### config.mk
export PLATFORM = sky130hd
export DESIGN_NAME = i2c_master_register_access
export DESIGN_NICKNAME = d
export VERILOG_FILES = /design/src/rtl/i2cmra_pkg.sv /design/src/rtl/i2c_master_register_access.sv
export SDC_FILE = /design/constraint.sdc
export NUM_CORES = 1
export LEC_CHECK = 0
export ABC_CLOCK_PERIOD_IN_PS = 15570
export BUFFER_PORTS_ARGS = -buffer_cell sky130_fd_sc_hd__buf_2
export CAP_MARGIN = 20
export CORE_MARGIN = 2
export CORE_UTILIZATION = 25
export CTS_CLUSTER_DIAMETER = 30
export DETAILED_ROUTE_END_ITERATION = 8
export MAX_ROUTING_LAYER = met4
export PLACE_DENSITY_LB_ADDON = 0.25
export SKIP_CTS_REPAIR_TIMING = 1
export SLEW_MARGIN = 30
export SYNTH_ARGS = -nofsm -noshare
export SYNTH_HDL_FRONTEND = slang
export SYNTH_SLANG_ARGS = --single-unit
### constraint.sdc
create_clock -name clk -period 15.57 [get_ports clk]
set_input_delay 0.7785 -clock clk [delete_from_list [all_inputs] [get_ports clk]]
set_output_delay 0.7785 -clock clk [all_outputs]
set_load 0.02 [all_outputs]
### src/rtl/i2cmra_pkg.sv
`timescale 1ns / 1ps

package i2cmra_pkg;

    localparam int S_TDATA_W = 40;
    localparam int M_TDATA_W = 16;

    localparam logic [3:0] PH_IDLE        = 4'd15;
    localparam logic [7:0] ACK_LIMIT_INIT = 8'd10;

    localparam logic [1:0] REQ_WRITE = 2'd0;
    localparam logic [1:0] REQ_READ  = 2'd1;
    localparam logic [1:0] REQ_BURST = 2'd2;
    localparam logic [1:0] REQ_BAD   = 2'd3;

    typedef enum logic [2:0] {
        K_START,
        K_SEND,
        K_ACK,
        K_READ,
        K_STOP,
        K_NONE
    } kind_t;

    typedef struct packed {
        logic [3:0] phase;
        logic [1:0] slot;
        logic [3:0] bit_idx;
        logic [7:0] shift;
        logic [7:0] bytes_left;
        logic [7:0] ack_cnt;
        logic [1:0] rtype;
        logic [7:0] dev;
        logic [7:0] reg_addr;
        logic [7:0] wdata;
        logic       scl;
        logic       sda;
        logic       oe;
    } seq_state_t;

    function automatic kind_t kind_of(logic [3:0] ph, logic [1:0] rtype);
        kind_t k;
        k = K_NONE;
        if (ph != PH_IDLE) begin
            if (rtype == REQ_WRITE) begin
                unique case (ph)
                    4'd0:                      k = K_START;
                    4'd1, 4'd3, 4'd5:          k = K_SEND;
                    4'd2, 4'd4, 4'd6:          k = K_ACK;
                    4'd7:                      k = K_STOP;
                    default:                   k = K_NONE;
                endcase
            end
            else begin
                unique case (ph)
                    4'd0, 4'd5:                k = K_START;
                    4'd1, 4'd3, 4'd6:          k = K_SEND;
                    4'd2, 4'd4, 4'd7:          k = K_ACK;
                    4'd8:                      k = K_READ;
                    4'd9:                      k = K_STOP;
                    default:                   k = K_NONE;
                endcase
            end
        end
        return k;
    endfunction

    function automatic logic [7:0] byte_to_send(seq_state_t s);
        logic [7:0] b;
        unique case (s.phase)
            4'd1:    b = s.dev;
            4'd3:    b = s.reg_addr;
            4'd5:    b = s.wdata;
            4'd6:    b = s.dev + 8'd1;
            default: b = 8'd0;
        endcase
        return b;
    endfunction

    function automatic seq_state_t enter_element(seq_state_t s_in);
        seq_state_t s;
        kind_t      k;
        s         = s_in;
        s.slot    = 2'd0;
        s.bit_idx = 4'd0;
        s.ack_cnt = 8'd0;
        k         = kind_of(s.phase, s.rtype);
        if (k == K_NONE) begin
            s.phase = PH_IDLE;
        end
        else if (k == K_SEND) begin
            s.shift = byte_to_send(s);
        end
        else if (k == K_READ) begin
            s.shift = 8'd0;
            if (s.bytes_left == 8'd0) begin
                s.phase = s.phase + 4'd1;
                if (kind_of(s.phase, s.rtype) == K_NONE) begin
                    s.phase = PH_IDLE;
                end
            end
        end
        return s;
    endfunction

endpackage

### src/rtl/i2c_master_register_access.sv
`timescale 1ns / 1ps
// a transaction accepted into the input register is processed and offered on m_tdata from the output register
// throughput: one request and one result per cycle, stalled only by m_tready
// the sequencer state is updated in the same cycle as the result register
// reset: pipeline empty, bus idle with scl and sda released high and driven,
// ack wait limit back to 10
module i2c_master_register_access
    import i2cmra_pkg::*;
(
    input  logic                 clk,
    input  logic                 rst_n,
    input  logic                 cfg_wr_en,
    input  logic [7:0]           cfg_wr_data,
    input  logic                 s_tvalid,
    output logic                 s_tready,
    // req_valid, device_addr, reg_addr, write_data, read_count, sda_sample, zero pad
    input  logic [S_TDATA_W-1:0] s_tdata,
    // req_type
    input  logic [1:0]           s_tuser,
    output logic                 m_tvalid,
    input  logic                 m_tready,
    // scl, sda_out, sda_is_output, busy_res, byte_valid, byte_data, zero pad
    output logic [M_TDATA_W-1:0] m_tdata,
    // byte_last
    output logic                 m_tlast
);

    // idle phase, all counters and request fields clear, scl, sda and oe high
    localparam seq_state_t SEQ_RESET = {PH_IDLE, 56'd0, 3'b111};

    logic                 in_valid_reg;
    logic [S_TDATA_W-1:0] in_data_reg;
    logic [1:0]           in_type_reg;
    logic                 out_valid_reg;
    logic [M_TDATA_W-1:0] out_data_reg;
    logic                 out_last_reg;
    logic [7:0]           ack_limit_reg;
    seq_state_t           st_reg;
    seq_state_t           st_next;
    logic [M_TDATA_W-1:0] out_data_next;
    logic                 out_last_next;
    logic                 out_free;
    logic                 step;

    logic                 req_valid;
    logic [7:0]           device_addr;
    logic [7:0]           reg_addr;
    logic [7:0]           write_data;
    logic [7:0]           read_count;
    logic                 sda_sample;

    logic                 busy;
    logic                 bvalid;
    logic [7:0]           bdata;
    logic                 blast;

    assign out_free = !out_valid_reg || m_tready;
    assign step     = in_valid_reg && out_free;
    assign s_tready = !in_valid_reg || step;
    assign m_tvalid = out_valid_reg;
    assign m_tdata  = out_data_reg;
    assign m_tlast  = out_last_reg;

    assign req_valid   = in_data_reg[0];
    assign device_addr = in_data_reg[8:1];
    assign reg_addr    = in_data_reg[16:9];
    assign write_data  = in_data_reg[24:17];
    assign read_count  = in_data_reg[32:25];
    assign sda_sample  = in_data_reg[33];

    always_comb
    begin
        st_next = st_reg;
        busy    = 1'b0;
        bvalid  = 1'b0;
        bdata   = 8'd0;
        blast   = 1'b0;

        if (st_next.phase == PH_IDLE && req_valid && in_type_reg != REQ_BAD)
        begin
            st_next.rtype    = in_type_reg;
            st_next.dev      = device_addr;
            st_next.reg_addr = reg_addr;
            st_next.wdata    = write_data;
            if (in_type_reg == REQ_READ)
            begin
                st_next.bytes_left = 8'd1;
            end
            else if (in_type_reg == REQ_BURST)
            begin
                st_next.bytes_left = read_count;
            end
            else
            begin
                st_next.bytes_left = 8'd0;
            end
            st_next.phase = 4'd0;
            st_next       = enter_element(st_next);
        end

        if (st_next.phase != PH_IDLE)
        begin
            busy = 1'b1;
            unique case (kind_of(st_next.phase, st_next.rtype))
                K_START:
                begin
                    if (st_next.slot == 2'd0)
                    begin
                        st_next.oe   = 1'b1;
                        st_next.sda  = 1'b1;
                        st_next.scl  = 1'b1;
                        st_next.slot = 2'd1;
                    end
                    else
                    begin
                        st_next.sda   = 1'b0;
                        st_next.phase = st_next.phase + 4'd1;
                        st_next       = enter_element(st_next);
                    end
                end
                K_SEND:
                begin
                    if (st_next.slot == 2'd0)
                    begin
                        st_next.oe   = 1'b1;
                        st_next.scl  = 1'b0;
                        st_next.slot = 2'd1;
                    end
                    else if (st_next.slot == 2'd1)
                    begin
                        st_next.sda   = st_next.shift[7];
                        st_next.shift = {st_next.shift[6:0], 1'b0};
                        st_next.slot  = 2'd2;
                    end
                    else
                    begin
                        st_next.scl     = 1'b1;
                        st_next.slot    = 2'd0;
                        st_next.bit_idx = st_next.bit_idx + 4'd1;
                        if (st_next.bit_idx >= 4'd8)
                        begin
                            st_next.phase = st_next.phase + 4'd1;
                            st_next       = enter_element(st_next);
                        end
                    end
                end
                K_ACK:
                begin
                    if (st_next.slot == 2'd0)
                    begin
                        st_next.oe   = 1'b0;
                        st_next.scl  = 1'b1;
                        st_next.slot = (sda_sample && ack_limit_reg != 8'd0) ? 2'd1 : 2'd2;
                    end
                    else if (st_next.slot == 2'd1)
                    begin
                        st_next.scl     = 1'b1;
                        st_next.ack_cnt = st_next.ack_cnt + 8'd1;
                        if (!sda_sample || st_next.ack_cnt >= ack_limit_reg)
                        begin
                            st_next.slot = 2'd2;
                        end
                    end
                    else
                    begin
                        st_next.scl   = 1'b0;
                        st_next.phase = st_next.phase + 4'd1;
                        st_next       = enter_element(st_next);
                    end
                end
                K_READ:
                begin
                    if (st_next.bit_idx < 4'd8)
                    begin
                        if (st_next.slot == 2'd0)
                        begin
                            st_next.oe   = 1'b0;
                            st_next.scl  = 1'b0;
                            st_next.slot = 2'd1;
                        end
                        else
                        begin
                            st_next.scl     = 1'b1;
                            st_next.shift   = {st_next.shift[6:0], sda_sample};
                            st_next.slot    = 2'd0;
                            st_next.bit_idx = st_next.bit_idx + 4'd1;
                            if (st_next.bit_idx == 4'd8)
                            begin
                                bvalid = 1'b1;
                                bdata  = st_next.shift;
                                blast  = (st_next.bytes_left == 8'd1);
                            end
                        end
                    end
                    else
                    begin
                        if (st_next.slot == 2'd0)
                        begin
                            st_next.oe   = 1'b1;
                            st_next.scl  = 1'b0;
                            st_next.slot = 2'd1;
                        end
                        else if (st_next.slot == 2'd1)
                        begin
                            st_next.sda  = (st_next.bytes_left == 8'd1);
                            st_next.slot = 2'd2;
                        end
                        else if (st_next.slot == 2'd2)
                        begin
                            st_next.scl  = 1'b1;
                            st_next.slot = 2'd3;
                        end
                        else
                        begin
                            st_next.scl        = 1'b0;
                            st_next.bytes_left = st_next.bytes_left - 8'd1;
                            if (st_next.bytes_left == 8'd0)
                            begin
                                st_next.phase = st_next.phase + 4'd1;
                                st_next       = enter_element(st_next);
                            end
                            else
                            begin
                                st_next.bit_idx = 4'd0;
                                st_next.slot    = 2'd0;
                                st_next.shift   = 8'd0;
                            end
                        end
                    end
                end
                K_STOP:
                begin
                    if (st_next.slot == 2'd0)
                    begin
                        st_next.oe   = 1'b1;
                        st_next.scl  = 1'b0;
                        st_next.slot = 2'd1;
                    end
                    else if (st_next.slot == 2'd1)
                    begin
                        st_next.sda  = 1'b0;
                        st_next.slot = 2'd2;
                    end
                    else if (st_next.slot == 2'd2)
                    begin
                        st_next.scl  = 1'b1;
                        st_next.slot = 2'd3;
                    end
                    else
                    begin
                        st_next.sda   = 1'b1;
                        st_next.phase = st_next.phase + 4'd1;
                        st_next       = enter_element(st_next);
                    end
                end
                default:
                begin
                    st_next.phase = PH_IDLE;
                end
            endcase
        end

        out_data_next = {3'd0, bdata, bvalid, busy, st_next.oe, st_next.sda, st_next.scl};
        out_last_next = blast;
    end

    always_ff @(posedge clk or negedge rst_n)
    begin
        if (!rst_n)
        begin
            in_valid_reg  <= 1'b0;
            in_data_reg   <= '0;
            in_type_reg   <= REQ_WRITE;
            out_valid_reg <= 1'b0;
            out_data_reg  <= '0;
            out_last_reg  <= 1'b0;
            ack_limit_reg <= ACK_LIMIT_INIT;
            st_reg        <= SEQ_RESET;
        end
        else
        begin
            if (cfg_wr_en)
            begin
                ack_limit_reg <= cfg_wr_data;
            end
            if (s_tready)
            begin
                in_valid_reg <= s_tvalid;
            end
            if (s_tvalid && s_tready)
            begin
                in_data_reg <= s_tdata;
                in_type_reg <= s_tuser;
            end
            if (out_free)
            begin
                out_valid_reg <= in_valid_reg;
            end
            if (step)
            begin
                st_reg       <= st_next;
                out_data_reg <= out_data_next;
                out_last_reg <= out_last_next;
            end
        end
    end

endmodule

==> metrics.txt <==
count of maximum capacitance violations=0; Final Hold Fails=0; CP required=15890 ps; utilization after layout=29.6%; final worst-path cycle share=34.8%; total clock buffers created by CTS=17; Mapped Cells=917; most frequently used flop master after synthesis=sky130_fd_sc_hd__dfrtp_1; initial core utilization=25.4%; Iter 0 DRT Violations=608; flip-flop count of the largest register after layout=63; clock tree root buffer cell=sky130_fd_sc_hd__clkbuf_16; TritonCTS clock tree=done; routed via count divided by cell count=5.10; number of global-route vias before repair=7079; status=completed; total number of vias=between 7k and 8k; Port Buf Inserts=64; Core Rows=66; final antenna diode count=0; CTS clk-pin slew, worst paths=60 ps; sort of element at the start of the critical path=flip-flop; CP max FO=16; worst hold slack after final layout=355 ps; antenna violations before repair=0; Routed Wire Length=between 20000 and 25000 µm; Power Density=205 nW/µm²; final period demand of the worst path=between 5000 and 6000 ps; Tightest Hold Check Type=in -> async; Pre-antenna DRT Iters=5; Synthesis Warnings=0; Lkg Pwr=4.10 nW; final design instance area without fill=9620 µm²; count of distinct cell types in the synthesized netlist=83; placed wire-length estimate=17500 µm; global-route total usage across every layer=15.4%; Area growth, synth to finish=16.5%; number of remaining DRC errors=0; Fin Setup TNS=0 ps; worst-case headroom to the max-slew limit=37.7%; Die Wd=between 150 and 200 µm; Post-Synthesis Mean Instance Area=9.00 µm²; worst slew pin tran=926 ps; Setup violations, final=0; VDD IR-drop max=0.0000976 V; Core Region=32500 µm²; die height=roughly 190 µm; fraction of registers with async set/reset=100%; largest net degree at the start of global routing=70; register bit count reported by yosys=between 100 and 150; weighted congestion at the end of routability-driven global placement=0.911; worst-case clock buffer depth=2; placement-stage cell area=between 8000 and 9000 µm²; Post-Syn Area=8250 µm²; number of placed I/O pins=74; arrival time reported for the critical path endpoint=5740 ps; Post-synth EDFFs=0; ratio of cells with drive above 1 in the final layout=roughly 20%; DRT antenna net count=0; max-slew violation total from the final report=0; Max Clock Skew=13.6 ps; final net count=1045; total congestion overflow after global routing=0; clock sink total=123; number of H-tree levels=4; type of destination of the critical path=flip-flop; RSZ-0062 raised after global routing=no; Max Freq=roughly 180 MHz; global-route wire length before repair=40100 µm; area of the die=34500 µm²; worst-skew pair later-pin latency=440 ps; classification of the worst setup path=reg -> reg; share of the yosys chip area belonging to registers=37.4%; detailed-route wire length per cell=between 15 and 20 µm
stage by stage:
| step | worst slack (ps) | power [mW] | instances |
|---|---|---|---|
| 2_1_floorplan | 10550 | 1.25 | 919 |
| 4_1_cts | 10250 | 1.97 | 1414 |
| 3_3_place_gp | 10250 | 1.52 | 1382 |
| 6_report | 10150 | 1.97 | 1414 |
| 3_5_place_dp | 10250 | 1.53 | 1382 |
| 5_1_grt | 9880 | 2.13 | 1414 |
kinds of logic after synthesis:
logic type	after synthesis	synth area share, %
DFF	123	37.4
adders and majority gates	31	4.70
buffers and inverters	75	4.02
and+or+nand+nor	306	17.9
other	1	0.0455
AOI/OAI and AO/OA	285	23.7
muxes	78	10.3
xor gates and xnor gates	18	1.91
final timing paths:
path                            start  cells after the start          endpoint  slack, ps
max in group asynchronous       rst_n                      2        st_reg[17]      14020
min in group clk           m_tdata[0]                      2        m_tdata[0]        470
setup / recovery           st_reg[59]                     17        st_reg[52]      10150
hold / removal                  rst_n                      1  ack_limit_reg[2]        360
setup reg to reg           st_reg[59]                     17        st_reg[52]      10150
hold reg to reg            m_tdata[0]                      2        m_tdata[0]        470
synthesized netlist by cell type, types with 3 or more instances:
| cell type | n | share of area, % |
|---|---|---|
| sky130_fd_sc_hd__xnor2_1 | 11 | 1.2 |
| sky130_fd_sc_hd__o31ai_1 | 6 | 0.55 |
| sky130_fd_sc_hd__nor2b_1 | 4 | 0.30 |
| sky130_fd_sc_hd__a221o_1 | 4 | 0.49 |
| sky130_fd_sc_hd__a211o_1 | 4 | 0.42 |
| sky130_fd_sc_hd__a21boi_0 | 3 | 0.27 |
| sky130_fd_sc_hd__nor2_1 | 58 | 2.6 |
| sky130_fd_sc_hd__mux2_2 | 57 | 7.8 |
| sky130_fd_sc_hd__buf_4 | 9 | 0.82 |
| sky130_fd_sc_hd__a21oi_1 | 52 | 3.2 |
| sky130_fd_sc_hd__mux2i_1 | 21 | 2.5 |
| sky130_fd_sc_hd__buf_2 | 13 | 0.79 |
| sky130_fd_sc_hd__inv_1 | 23 | 1.0 |
| sky130_fd_sc_hd__nand3_1 | 29 | 1.8 |
| sky130_fd_sc_hd__and2_1 | 10 | 0.76 |
| sky130_fd_sc_hd__and4_1 | 4 | 0.42 |
| sky130_fd_sc_hd__nand2_1 | 121 | 5.5 |
| sky130_fd_sc_hd__nor3_1 | 19 | 1.2 |
| sky130_fd_sc_hd__o21ai_1 | 15 | 0.91 |
| sky130_fd_sc_hd__ha_1 | 31 | 4.7 |
| sky130_fd_sc_hd__o21bai_1 | 3 | 0.27 |
| sky130_fd_sc_hd__nor3b_1 | 3 | 0.27 |
| sky130_fd_sc_hd__a22oi_1 | 11 | 1.0 |
| sky130_fd_sc_hd__nand4_1 | 8 | 0.61 |
| sky130_fd_sc_hd__nand2b_1 | 12 | 0.91 |
| sky130_fd_sc_hd__clkbuf_1 | 26 | 1.2 |
| sky130_fd_sc_hd__xor2_1 | 7 | 0.74 |
| sky130_fd_sc_hd__or3_1 | 4 | 0.30 |
| sky130_fd_sc_hd__nand3b_1 | 4 | 0.36 |
| sky130_fd_sc_hd__dfstp_2 | 9 | 2.9 |
| sky130_fd_sc_hd__o21ai_0 | 71 | 4.3 |
| sky130_fd_sc_hd__o211ai_1 | 3 | 0.27 |
| sky130_fd_sc_hd__a211oi_1 | 18 | 1.6 |
| sky130_fd_sc_hd__and3_1 | 3 | 0.23 |
| sky130_fd_sc_hd__dfrtp_1 | 114 | 35 |
| sky130_fd_sc_hd__nor4_1 | 9 | 0.68 |
| sky130_fd_sc_hd__a31oi_1 | 7 | 0.53 |
| sky130_fd_sc_hd__a21o_1 | 17 | 1.5 |
| sky130_fd_sc_hd__a221oi_1 | 7 | 0.74 |
| sky130_fd_sc_hd__a22o_1 | 17 | 1.8 |
| sky130_fd_sc_hd__buf_1 | 4 | 0.18 |
| sky130_fd_sc_hd__o22ai_1 | 10 | 0.76 |
routing by layer:
metal | vias up | global-route usage [%] | part of all wire [%]
met4 | 0 | 4.35 | 1.4
met2 | 183 | 22.9 | 45
met3 | 18 | 2.84 | 4.1
li1 | 3484 | - | -
met5 | - | - | 0
met1 | 3528 | 21.4 | 50
power by group:
group,total (mW),switching [mW],internal (mW)
Sequential,0.488,0.0828,0.405
Clock,0.428,0.168,0.259
Combinational,1.06,0.683,0.375
Total,1.97,0.934,1.04
layout by cell type (no fill, tap or decap), types with 6 or more instances in the layout:
| cell type | n |
|---|---|
| sky130_fd_sc_hd__o21ai_0 | 71 |
| sky130_fd_sc_hd__buf_4 | 9 |
| sky130_fd_sc_hd__mux2_2 | 57 |
| sky130_fd_sc_hd__buf_2 | 63 |
| sky130_fd_sc_hd__nand4_1 | 8 |
| sky130_fd_sc_hd__o21ai_1 | 15 |
| sky130_fd_sc_hd__o22ai_1 | 10 |
| sky130_fd_sc_hd__nor2_1 | 58 |
| sky130_fd_sc_hd__and2_1 | 10 |
| sky130_fd_sc_hd__a21oi_1 | 52 |
| sky130_fd_sc_hd__nor3_1 | 19 |
| sky130_fd_sc_hd__nand2b_1 | 12 |
| sky130_fd_sc_hd__clkbuf_16 | 17 |
| sky130_fd_sc_hd__dfstp_2 | 9 |
| sky130_fd_sc_hd__nand3_1 | 29 |
| sky130_fd_sc_hd__dfrtp_1 | 114 |
| sky130_fd_sc_hd__a21o_1 | 17 |
| sky130_fd_sc_hd__nand2_1 | 118 |
| sky130_fd_sc_hd__a31oi_1 | 7 |
| sky130_fd_sc_hd__mux2i_1 | 21 |
| sky130_fd_sc_hd__xor2_1 | 7 |
| sky130_fd_sc_hd__o31ai_1 | 6 |
| sky130_fd_sc_hd__nor4_1 | 8 |
| sky130_fd_sc_hd__a22o_1 | 17 |
| sky130_fd_sc_hd__ha_1 | 31 |
| sky130_fd_sc_hd__a22oi_1 | 11 |
| sky130_fd_sc_hd__a221oi_1 | 7 |
| sky130_fd_sc_hd__xnor2_1 | 11 |
| sky130_fd_sc_hd__inv_1 | 23 |
| sky130_fd_sc_hd__a211oi_1 | 18 |
cell type report:
type                       count  area (µm²)
clock buffer                  18         439
multi-input combinational    721        4870
fill                        3498       22900
inverter                      23        86.3
timing repair buffer          73         394
sequential                   123        3090
clock inverter                14         184
tap                          442         553
worst max-delay path: stages (launching register included):
cell,delay [ps]
sky130_fd_sc_hd__dfstp_2,680
sky130_fd_sc_hd__ha_1,290
sky130_fd_sc_hd__and4_1,550
sky130_fd_sc_hd__nand2_2,90
sky130_fd_sc_hd__nand2_1,210
sky130_fd_sc_hd__inv_1,120
sky130_fd_sc_hd__ha_1,330
sky130_fd_sc_hd__or3b_2,440
sky130_fd_sc_hd__a21oi_1,220
sky130_fd_sc_hd__a211oi_1,80
sky130_fd_sc_hd__buf_4,210
sky130_fd_sc_hd__a2111oi_4,670
sky130_fd_sc_hd__nand2_1,220
sky130_fd_sc_hd__nand2_1,110
sky130_fd_sc_hd__o21ai_1,70
sky130_fd_sc_hd__nand3_1,490
sky130_fd_sc_hd__nor3b_2,120
sky130_fd_sc_hd__a221o_1,370
Note: power is estimated with default switching activity, not from simulation.
